## config.mk

```make
export PLATFORM = sky130hd
export DESIGN_NAME = tbi_div
export DESIGN_NICKNAME = d
export VERILOG_FILES = /design/src/rtl/tbi_pkg.sv /design/src/rtl/tbi_div.sv
export SDC_FILE = /design/constraint.sdc
export NUM_CORES = 1
export LEC_CHECK = 0
export BUFFER_PORTS_ARGS = -buffer_cell sky130_fd_sc_hd__buf_2
export CAP_MARGIN = 20
export CORE_UTILIZATION = 40
export CTS_CLUSTER_SIZE = 16
export DETAILED_ROUTE_END_ITERATION = 8
export SETUP_SLACK_MARGIN = 0.5
export SYNTH_ARGS = -nofsm -noshare
export SYNTH_HDL_FRONTEND = slang
export SYNTH_SLANG_ARGS = --single-unit
```

## constraint.sdc

```tcl
create_clock -name i_clk -period 2.66 [get_ports i_clk]
set_input_delay 0.266 -clock i_clk [delete_from_list [all_inputs] [get_ports i_clk]]
set_output_delay 0.266 -clock i_clk [all_outputs]
set_load 0.02 [all_outputs]
```

## src/rtl/tbi_pkg.sv

```systemverilog
`timescale 1ns / 1ps
// ----------------------------------------------------------------------------
// tbi_pkg
// Shared codes and types of the clamped 2-D table interpolator.
// ----------------------------------------------------------------------------
package tbi_pkg;

    localparam int DATA_W = 32;

    // input item kinds
    localparam logic [1:0] KIND_ROW_LOAD = 2'd0;
    localparam logic [1:0] KIND_TAB_LOAD = 2'd1;
    localparam logic [1:0] KIND_QUERY    = 2'd2;
    localparam logic [1:0] KIND_UNUSED   = 2'd3;   // ignored, no result

    // configuration register indexes
    localparam logic REG_ROWS = 1'b0;
    localparam logic REG_COLS = 1'b1;

    localparam int CFG_W = 7;

    typedef struct packed {
        logic              start;
        logic [DATA_W-1:0] num;
        logic [DATA_W-1:0] den;
    } t_div_req;

    typedef struct packed {
        logic              done;
        logic [DATA_W-1:0] quot;
    } t_div_rsp;

endpackage

```

## src/rtl/tbi_div.sv

```systemverilog
`timescale 1ns / 1ps
// ----------------------------------------------------------------------------
// tbi_div
// Restoring divider, one quotient bit per cycle: quot = (num << 32) / den.
// Expects num < den, so the quotient fits in 32 bits.
// ----------------------------------------------------------------------------
module tbi_div (
    input  logic              i_clk,
    input  logic              i_rst_n,
    input  tbi_pkg::t_div_req i_req,
    output tbi_pkg::t_div_rsp o_rsp
);

    logic [31:0] r_rem;
    logic [31:0] r_den;
    logic [31:0] r_quot;
    logic [4:0]  r_cnt;
    logic        r_busy;
    logic        r_done;
    logic [32:0] shifted;
    logic        ge;
    logic [32:0] diff;

    assign shifted = {r_rem, 1'b0};
    assign ge      = shifted >= {1'b0, r_den};
    assign diff    = shifted - {1'b0, r_den};

    always_ff @(posedge i_clk) begin
        r_done <= 1'b0;
        if (i_req.start) begin
            r_rem  <= i_req.num;
            r_den  <= i_req.den;
            r_cnt  <= 5'd31;
            r_busy <= 1'b1;
        end else if (r_busy) begin
            r_rem  <= ge ? diff[31:0] : shifted[31:0];
            r_quot <= {r_quot[30:0], ge};
            r_cnt  <= r_cnt - 5'd1;
            if (r_cnt == 5'd0) begin
                r_busy <= 1'b0;
                r_done <= 1'b1;
            end
        end
        if (!i_rst_n) begin
            r_busy <= 1'b0;
            r_done <= 1'b0;
        end
    end

    assign o_rsp.done = r_done;
    assign o_rsp.quot = r_quot;

endmodule

```

Word level (Yosys, flattened, before mapping) --
Index checks and enable logic that the tools add are counted. W data, S select, Z words.
Word-level totals: output and inout port bits 33, logic and storage cells 23, register bits 103, input bits 67
Cells by class: reductions and logical operators 4, bitwise gates (word level) 3, magnitude comparators 1, add/sub/neg operators 2, mux-type cells 7
Operators by type and width (number):
- $mux W32 | 3
- $ge A33 B32 Y1 | 1
- $sub A32 B32 Y32 | 1
- $logic_not A5 Y1 | 1
- $sub A5 B1 Y5 const B | 1
- $mux W1 | 4
- $not A1 Y1 | 3
- $reduce_or A3 Y1 | 1
- $reduce_and A2 Y1 | 1
- $reduce_bool A2 Y1 | 1

Logic depth before layout (Yosys ltp) --
word-level depth 4, gate-level depth with buffers 14, gate-level depth less buffers 12

Worst setup path after synthesis --
Ideal clock, no wire load.
kind register -> register, start register r_rem[1], end register r_rem[26] (data pin), clock period less this slack 2780 ps, library setup time 261 ps, buffers on the path 0, cell stages (with the launch flop) 10, data required time 2399 ps, slack -120 ps, data arrival time 2519 ps, path through edfxtp_1 -> ha_1 -> nor2b_4 -> o31a_1 -> o311a_1 -> or2_4 -> a311o_1 -> a21boi_2 -> xnor2_1 -> a221o_1
On the way: word-level cells in the longest chain between the ends 4, elaborated cells between the ends (all ways) 5, those cells by class add/sub (1); order compare (1); mux (3)
Ends and longest elaborated chain:
- from (decl) | line tbi_div.sv:14 | logic [31:0] r_rem;
- from (signal assigned) | line tbi_div.sv:31 | r_rem <= i_req.num;
- from (signal assigned) | line tbi_div.sv:36 | r_rem <= ge ? diff[31:0] : shifted[31:0];
- $sub A32 B32 Y32 / $ge A33 B32 Y1 (equally long branches) | line tbi_div.sv:26, tbi_div.sv:25
- $mux W32 (*) | line tbi_div.sv:36
- $mux W32 (*) | line tbi_div.sv:35 | end else if (r_busy) begin
- $mux W32 (*) | line tbi_div.sv:30 | if (i_req.start) begin
Every way passes the cells marked *; elsewhere a longest branch is shown, timed or not. The select of a mux whose other input is x is not followed. A chain may end at the register's enable or synchronous reset.

Worst setup path in the final report --
start register r_rem[0], end register r_rem[26] (data pin)
The elaborated chain is that of the path after synthesis.

==> reports/summary.txt <==
CTS buffer count: 9
sequential element share of the synthesized area: 0.520
Clock Latency Late Sink: 0.36 ns
slack of the worst reg-to-reg path: -0.20 ns
endpoints failing setup: 22
crit path cell chain: buf_6, inv_4, fa_2, nor2b_4, o31a_1, o311a_1, or2_4, a311o_1, a21boi_2, xnor2_1, a221o_1
starting density of the core: 0.414
grt met1 use: 0.284
Ports: 100
drt wl/cell: 17.2 um
Vias/cell: 5.32
Worst setup SP type: flip-flop
ANT nets after route: 0
antenna violations before repair: 0
Hold EP: r_den[26]
Buffers on Ports: 99
Worst R2R Path Depth: 11
fin crit share: 1.07
R2R Path Start: r_rem[0]
die height: 123 um
Peak VDD IR: 0.000422 V
Mapped Area: 0.00581 mm^2
1st-iter DRT viols: 287
Pwr Density: 871 mW/mm^2
Synth Register Bits: 103
Setup Skew: 0.00952 ns
GR Layer Usage met3: 0.0386
Final Hold Violating Endpoints: 0
total wire length: 15.9 mm
Place WS: -0.278 ns
Worst EP required: 2.77 ns
share of layout cells above drive strength 1: 0.440
Final Max Slew Viols: 0
Hold Buf Count CTS: 0
Sink Count: 103
placed cell count: 894
Pwr Total: 0.00732 W
Overall Global Routing Usage: 0.226
Hold Path Depth: 1
Slew headroom: 0.526
critical path data arrival time: 2.97 ns
clock slew at reported path FFs: 0.08 ns
die width: 123 um
Worst Setup SP: r_rem[0]
Tightest Pin Transition: 0.710 ns
status: complete, but fails checks
busiest grt layer: met2
Ys Warns: 0
hold_sp: i_req[26]
fin crit period: 2.86 ns
Final nets: 843
num rows: 43
final setup margin: -0.197 ns
global-route wire length before repair: 25.7 mm
Netlist cell types: 66
Post-synth EDFFs: 96
global placer's final weighted congestion: 0.877
core area: 0.0140 mm^2
reg2reg end: r_rem[26]
failing checks: setup timing
clock root buffer: clkbuf_16
via count: 4930
Fmax: 350 MHz
unrepaired setup endpoints after global routing: true
DR pass1 iterations: 5
Post-Synthesis Net Count: 641
number of diodes: 0
Area growth syn-to-layout: 44.5%
die area: 0.0150 mm^2
Syn Inst Count: 540
Clock Path Buffers: 2
Leak Pwr: 3.53 nW
prevailing post-synth register cell: edfxtp_1
Avg Cell Area, Syn: 10.8 um^2
slowest stage delay, CP: 0.43 ns
Layout Cells excl Fill: 927
H-Tree Level Count: 3
worst hold path class: in2reg
total gr overflow: 0
Async S/R FF share, synth: 0
Max-cap violations: 0
worst hold slack: 0.0775 ns
largest net degree at the start of global routing: 88
CTS tree: yes
maximum fanout along the worst path: 3
vias in the first global route: 5132
post-DP HPWL: 11.1 mm
Worst path slowest cell: edfxtp_1
kind of critical path: reg2reg
DRC: 0
met2 Usage GRT: 0.390
Worst Setup End Kind: flip-flop
[synth_stat cells, types with 8 or more instances]
cell type	n	area (um^2)
edfxtp_1	96	2880
nand2_1	53	199
inv_1	47	176
ha_1	33	413
a21oi_1	32	160
nand3_1	22	110
nor2_1	22	82.6
o21ai_0	18	90.1
a31oi_1	15	93.8
clkbuf_1	15	56.3
xnor2_1	15	131
o311ai_1	14	123
a21o_1	12	90.1
xor2_1	10	87.6
and3_1	9	56.3
nand2b_1	9	56.3
and2_1	8	50.1
o21ai_1	8	40.0
[critical path: cells and delay by family, from the launching register on]
kind                     cells  cell delay, ns
AND/OR/NAND/NOR              2            0.30
flip-flops                   1            0.43
adder cells (fa/ha/maj)      1            0.23
AO/OA/AOI/OAI                5            1.39
buffers and inverters        2            0.19
XOR/XNOR                     1            0.08
[stage by stage]
step                      setup TNS, ns  utilization  area [um^2]
after detailed placement          -5.29        0.528         7420
after floorplan                 -0.0586            -         6080
after global routing              -6.14        0.598         8400
after CTS                         -2.37        0.594         8340
after global placement            -3.65        0.528         7420
final                             -1.85        0.598         8400
[cells in the final DEF (no fill, tap or decap), types with 8 or more instances in the layout]
cell type,n
a21o_1,12
a21oi_1,28
a31oi_1,13
buf_2,99
buf_4,99
buf_6,10
clkbuf_16,9
edfxtp_1,96
ha_1,17
ha_4,16
inv_1,45
nand2_1,46
nand2b_1,9
nand3_2,12
nor2_1,21
o21ai_0,16
o21ai_1,8
xnor2_1,15
xor2_1,10
[routing by layer]
| layer | wire [um] | part of all wire | vias to the layer above |
|---|---|---|---|
| met4 | 315 | 0.020 | 0 |
| met1 | 7070 | 0.44 | 2347 |
| met3 | 727 | 0.046 | 21 |
| met5 | 0 | 0 | - |
| met2 | 7830 | 0.49 | 148 |
| li1 | - | - | 2414 |
[area by class of cell]
cell class,instances,area [um^2]
Clock buffer,9,225
Timing Repair inverter,1,16.3
Inverter,48,190
Timing Repair Buffer,219,1570
Clock inverter,7,91.3
Tap cell,180,225
Fill cell,1139,5640
Sequential cell,103,3020
Multi-Input combinational cell,360,3060
[sequential cells by signal (all words and copies together), names as in the netlist]
| name | count |
|---|---|
| r_den | 32 |
| r_quot | 32 |
| r_rem | 32 |
| r_cnt | 5 |
| r_busy | 1 |
| r_done | 1 |
[report_power, final]
group          total (W)  internal, W  switching [W]
sequential       0.00220      0.00205       0.000154
combinational    0.00376      0.00194        0.00182
clock            0.00136     0.000674       0.000685
total            0.00732      0.00466        0.00266
[what timing repair did]
action / 4_1_cts / 5_1_grt
pin swaps: 43 / 5
setup buffers: 12 / 2
cloned: 3 / 0
endpoints found under the setup margin: 33 / 33
resized for setup: 84 / 7
[logic make-up after synthesis]
logic type | Yosys count | share of synthesized area
simple gates | 150 | 0.127
compound gates | 148 | 0.177
flops | 103 | 0.520
buf+inv | 77 | 0.0581
fa+ha+maj | 34 | 0.0745
xor+xnor | 25 | 0.0377
mux | 3 | 0.00538
[how the worst max path moves through the flow]
stage / slack [ns] / end / cells past startpoint
2_1_floorplan: -0.06 / r_rem[26] / 9
3_3_place_gp: -0.19 / r_rem[2] / 11
3_5_place_dp: -0.28 / r_rem[11] / 10
4_1_cts: -0.17 / r_rem[26] / 10
5_1_grt: -0.28 / r_rem[12] / 12
6_report: -0.20 / r_rem[26] / 11
(Power assumes the default switching activity.)
