===== src/rtl/tbi_ram.sv =====
`timescale 1ns / 1ps
// ----------------------------------------------------------------------------
// tbi_ram
// Generic single-write, single-read RAM with registered read data.
// ----------------------------------------------------------------------------
module tbi_ram #(
    parameter int WIDTH = 32,
    parameter int DEPTH = 16
) (
    input  logic                                    i_clk,
    input  logic                                    i_we,
    input  logic [((DEPTH > 1) ? $clog2(DEPTH) : 1)-1:0] i_waddr,
    input  logic [WIDTH-1:0]                        i_wdata,
    input  logic [((DEPTH > 1) ? $clog2(DEPTH) : 1)-1:0] i_raddr,
    output logic [WIDTH-1:0]                        o_rdata
);

    logic [WIDTH-1:0] r_mem [DEPTH];

    always_ff @(posedge i_clk) begin
        if (i_we) begin
            r_mem[i_waddr] <= i_wdata;
        end
        o_rdata <= r_mem[i_raddr];
    end

endmodule


===== config.mk =====
export PLATFORM = sky130hd
export DESIGN_NAME = tbi_ram
export DESIGN_NICKNAME = d
export VERILOG_FILES = /design/src/rtl/tbi_ram.sv
export SDC_FILE = /design/constraint.sdc
export NUM_CORES = 1
export LEC_CHECK = 0
export BUFFER_PORTS_ARGS = -buffer_cell sky130_fd_sc_hd__clkbuf_2
export CORE_MARGIN = 2
export CORE_UTILIZATION = 60
export CTS_CLUSTER_DIAMETER = 60
export DETAILED_ROUTE_END_ITERATION = 10
export PLACE_DENSITY = 0.78
export SLEW_MARGIN = 40
export SYNTH_ARGS = -nofsm -noshare
export SYNTH_HDL_FRONTEND = slang
export SYNTH_SLANG_ARGS = --single-unit

===== constraint.sdc =====
create_clock -name i_clk -period 4.3 [get_ports i_clk]
set_input_delay 0.43 -clock i_clk [delete_from_list [all_inputs] [get_ports i_clk]]
set_output_delay 0.43 -clock i_clk [all_outputs]
set_load 0.05 [all_outputs]

# Word level (Yosys, flattened, before mapping)

Memories as Yosys holds them, arrays and structs flattened. A register that Yosys moved wholly into a read port is not among the register bits.
Cells that the tools add are included.
W data, S select, Z words.

Memories: 1
Output and inout bits: 32
Latch bits: 0
ROM bits: 0
Logic and storage cells: 3
Register bits after elaboration: 0
Memory bits (writable): 512
Input bits: 42

Memory list:

| memory | words | width | rd ports | clocked after Yosys merged registers in | write ports | RTL line | text |
|---|---|---|---|---|---|---|---|
| r_mem  | 16    | 32    | 1        | 1                                       | 1           | 18       | `logic [WIDTH-1:0] r_mem [DEPTH];` |

Add/sub/neg operators: 0
Order comparisons: 0
Shift-type cells: 0
Equality and inequality tests: 0
Mux-type cells: 2
Reductions and logical operators: 0
Div/mod/pow operators: 0
Bitwise logic cells: 0
$mul: 0

Operators with widths:

| kind    | number |
|---|---|
| $mux W1 | 2 |

# Longest topological paths before layout

Depth after elaboration: 2
Depth in mapped cells: 5
Mapped depth without buffers: 3

# Worst setup path after synthesis

No wires, ideal clock.

Path type: input -> register
Start: in i_waddr[2] (netlist name)
End: mem r_mem[0][0], enable pin
Slack: 0.690 ns
Path buffers: 0
Setup time: 0.461 ns
Arrival: 3.148 ns
Data required time: 3.839 ns
Stages on the path: 2
Cells stage by stage: or3b_2 -> nor3_1

RTL lines:

| element            | RTL line | text |
|---|---|---|
| start: declaration | 12       | `input logic [((DEPTH > 1) ? $clog2(DEPTH) : 1)-1:0] i_waddr,` |
| end: declaration   | 18       |  |

Straight into the memory's write port.

==> metrics.txt <==
# TYPE chip_impl_metric gauge
chip_impl_info{name="run_status",value="finished, final reports clean"} 1
chip_impl_metric{name="tritoncts.num_buffers",unit=""} 52
chip_impl_metric{name="placedInstanceArea",unit="mm^2"} 0.02120
chip_impl_metric{name="residual_drc",unit=""} 0
chip_impl_info{name="crit_slowest_cell",value="sky130_fd_sc_hd__mux4_2"} 1
chip_impl_metric{name="yosys_top_cell_area_share",unit=""} 0.7744
chip_impl_metric{name="period_needed",unit="ns"} 1.911
chip_impl_metric{name="synth_edf_count",unit=""} 512
chip_impl_metric{name="htree_num_levels",unit=""} 2
chip_impl_info{name="cts_tree",value="yes"} 1
chip_impl_metric{name="final_max_slew_viol_count",unit=""} 0
chip_impl_metric{name="detail_route.first_pass.iterations",unit=""} 7
chip_impl_metric{name="wl_per_cell",unit="um"} 28.97
chip_impl_metric{name="cp_max_fo",unit=""} 50
chip_impl_metric{name="relSlewSlack",unit=""} 0.4732
chip_impl_metric{name="worst_r2r_path_depth",unit=""} 3
chip_impl_metric{name="syn_nets",unit=""} 880
chip_impl_metric{name="drt_iter0_markers",unit=""} 1126
chip_impl_metric{name="dieHeight",unit="um"} 185.9
chip_impl_info{name="worstSetupPathType",value="input port to flip-flop"} 1
chip_impl_info{name="hold_path.class",value="input port to flip-flop"} 1
chip_impl_info{name="path_cells",value="clkbuf_8 -> buf_12 -> mux4_2 -> a22oi_1 -> nand2_1"} 1
chip_impl_metric{name="worst_ep_required_time",unit="ns"} 4.73
chip_impl_metric{name="timing.critical_path.slowest_cell_delay",unit="ns"} 0.60
chip_impl_info{name="rsz0062_at_grt",value="no"} 1
chip_impl_metric{name="yosysSeqAreaShare",unit=""} 0.8067
chip_impl_info{name="ys_top_cells_by_area",value="sky130_fd_sc_hd__edfxtp_1 77%, sky130_fd_sc_hd__mux4_2 15%, sky130_fd_sc_hd__dfxtp_1 3.2%"} 1
chip_impl_metric{name="synth-async-reset-ratio",unit=""} 0
chip_impl_metric{name="pre_cts_slack",unit="ns"} 1.803
chip_impl_metric{name="finalWirelength",unit="mm"} 41.86
chip_impl_metric{name="cts.hold.buffers_added",unit=""} 0
chip_impl_metric{name="global_route.usage.total",unit=""} 0.2533
chip_impl_metric{name="hold_path_depth",unit=""} 1
chip_impl_info{name="yosys.area.top_type",value="sky130_fd_sc_hd__edfxtp_1"} 1
chip_impl_metric{name="clock_pin_slew_worst_setup_and_hold_paths",unit="ns"} 0.06
chip_impl_metric{name="fmax",unit="GHz"} 0.5234
chip_impl_metric{name="finalSetupViolations",unit=""} 0
chip_impl_metric{name="flow.area_growth_from_synthesis",unit="%"} 15.40
chip_impl_metric{name="route.detailed.vias_per_inst",unit=""} 6.451
chip_impl_metric{name="place.detailed.instances",unit=""} 1346
chip_impl_metric{name="pin_count",unit=""} 74
chip_impl_metric{name="aggregate_global_routing_overflow",unit=""} 0
chip_impl_metric{name="worst_skew_pair.late_latency",unit="ns"} 0.56
chip_impl_metric{name="core_region_area",unit="mm^2"} 0.03254
chip_impl_metric{name="synth_cell_type_count",unit=""} 18
chip_impl_metric{name="die_area",unit="mm^2"} 0.03456
chip_impl_metric{name="numClockSinks",unit=""} 544
chip_impl_metric{name="finish.net_count",unit=""} 1001
chip_impl_metric{name="cellLeakagePower",unit="uW"} 0.007436
chip_impl_metric{name="grt_antenna_before_repair",unit=""} 3
chip_impl_metric{name="hold_violations",unit=""} 0
chip_impl_info{name="cts_root_buf",value="sky130_fd_sc_hd__clkbuf_16"} 1
chip_impl_metric{name="cp_data_arrival_time",unit="ns"} 2.34
chip_impl_info{name="synth_most_common_cell",value="sky130_fd_sc_hd__edfxtp_1"} 1
chip_impl_info{name="startpoint_type",value="input port"} 1
chip_impl_metric{name="synth_seq_cells",unit=""} 544
chip_impl_info{name="yosys_most_used_dff",value="sky130_fd_sc_hd__edfxtp_1"} 1
chip_impl_metric{name="cts.repair.resized",unit=""} 0
chip_impl_metric{name="place.port_buffers",unit=""} 73
chip_impl_metric{name="post-route-cell-area",unit="mm^2"} 0.02291
chip_impl_metric{name="post_route_cells_drive_above_1_share",unit=""} 0.3370
chip_impl_metric{name="detailroute.via_count",unit=""} 9322
chip_impl_metric{name="start_util",unit=""} 0.6102
chip_impl_metric{name="number_of_warnings_issued_by_yosys",unit=""} 0
chip_impl_metric{name="setup_slack",unit="ns"} 2.389
chip_impl_metric{name="die_boundary_width",unit="um"} 185.9
chip_impl_info{name="synth_top_cells_by_count",value="512 x sky130_fd_sc_hd__edfxtp_1, 128 x sky130_fd_sc_hd__mux4_2, 64 x sky130_fd_sc_hd__a22oi_1, 33 x sky130_fd_sc_hd__nand2_1, 32 x sky130_fd_sc_hd__dfxtp_1"} 1
chip_impl_metric{name="postCtsSetupBuffers",unit=""} 0
chip_impl_metric{name="post_synth_instance_area",unit="mm^2"} 0.01985
chip_impl_metric{name="worst_pin_slew",unit="ns"} 0.7883
chip_impl_metric{name="cap_viol_max_count",unit=""} 0
chip_impl_metric{name="grt_first_pass_wirelength",unit="mm"} 61.83
chip_impl_metric{name="fin_crit_sh",unit=""} 0.4444
chip_impl_metric{name="number_of_global_route_vias_before_repair",unit=""} 9808
chip_impl_metric{name="ant_nets",unit=""} 0
chip_impl_info{name="worst_setup_path_end_kind",value="flip-flop"} 1
chip_impl_metric{name="max-clock-path-buffers",unit=""} 3
chip_impl_metric{name="grt_max_degree",unit=""} 56
chip_impl_metric{name="power.ir.vdd_worst",unit="V"} 0.0003249
chip_impl_metric{name="totalPowerFinal",unit="uW"} 11100
chip_impl_metric{name="core.rowCount",unit=""} 66
chip_impl_metric{name="instances_no_fill",unit=""} 1445
chip_impl_metric{name="synthCells",unit=""} 838
chip_impl_metric{name="power-per-cell-area",unit="mW/mm^2"} 484.3
chip_impl_metric{name="place.detailed.hpwl",unit="mm"} 22.65
chip_impl_metric{name="gpl.final_weighted_congestion",unit=""} 0.7254
chip_impl_metric{name="fin_skew",unit="ns"} 0.01329
chip_impl_metric{name="avgSynthCellArea",unit="um^2"} 23.69
chip_impl_metric{name="fin_tns_setup",unit="ns"} 0
==> through the flow <==
stage | utilization | hold slack [ns]
finish | 0.7042 | 0.2626
global route | 0.7041 | 0.2833
CTS | 0.7035 | 0.2448
detailed placement | 0.6515 | 0.6567
global placement | 0.6423 | 0.6531
floorplan | - | 0.5289
==> power breakdown <==
group / internal (uW) / leakage [uW] / switching, uW
Combinational: 225 / 0.00171 / 423
Clock: 2620 / 0.000832 / 1850
Sequential: 5930 / 0.00489 / 46.1
==> cells by family (layout without fill, tap and decap cells) <==
group                  count (synthesis)  count (layout)  share of synthesized area
other                                  0               3                          0
AOI/OAI and AO/OA                     64              64                    0.02420
and+or+nand+nor                       59              59                    0.01273
buffers and inverters                 43             205                    0.01122
muxes                                128             128                     0.1452
DFF                                  544             544                     0.8067
==> worst paths after layout <==
kind | to | slack, ns | from
worst max-delay path | o_rdata[0] | 2.39 | i_raddr[0]
worst min-delay path | r_mem[2][11] | 0.26 | i_wdata[11]
worst max register to register | o_rdata[0] | 2.89 | r_mem[11][0]
worst min register to register | o_rdata[21] | 0.66 | r_mem[14][21]
==> layout make-up <==
type	instances	area (um^2)
Sequential cell	544	16020
Fill cell	1880	9625
Multi-Input combinational cell	251	3751
Clock buffer	76	1523
Timing Repair Buffer	110	892.1
Tap cell	442	553.0
Clock inverter	19	168.9
Antenna cell	3	7.507
==> cells in the final DEF, fill, tap and decap left out, drive strengths merged, types with 2 or more instances in the layout <==
cell | Yosys | layout
nand2 | 33 | 33
edfxtp | 512 | 512
buf | 26 | 38
dfxtp | 32 | 32
nor3 | 4 | 4
a22oi | 64 | 64
bufinv | 0 | 3
nand2b | 2 | 2
nor2 | 13 | 13
diode | 0 | 3
clkinv | 0 | 14
clkbuf | 17 | 148
nor2b | 2 | 2
mux4 | 128 | 128
clkinvlp | 0 | 2
nand3b | 2 | 2
==> registers in the layout, summed over array words and instances (netlist names) <==
name	cells
r_mem	512
o_rdata	32
==> metal layers <==
metal,part of all wire,wire [um],up-vias,track usage
met1,0.39,16150,4952,0.3516
met5,0,0,-,0
met4,0.024,988,0,0.07906
met3,0.080,3361,72,0.04383
li1,-,-,3818,-
met2,0.51,21360,480,0.4195
==> worst max-delay path: cells and delay by family <==
| family | cells | cell delay [ns] |
|---|---|---|
| AOI/OAI and AO/OA | 1 | 0.23 |
| muxes | 1 | 0.60 |
| buffers and inverters | 2 | 0.92 |
| and+or+nand+nor | 1 | 0.11 |
Note: power is estimated with default switching activity, not from simulation.
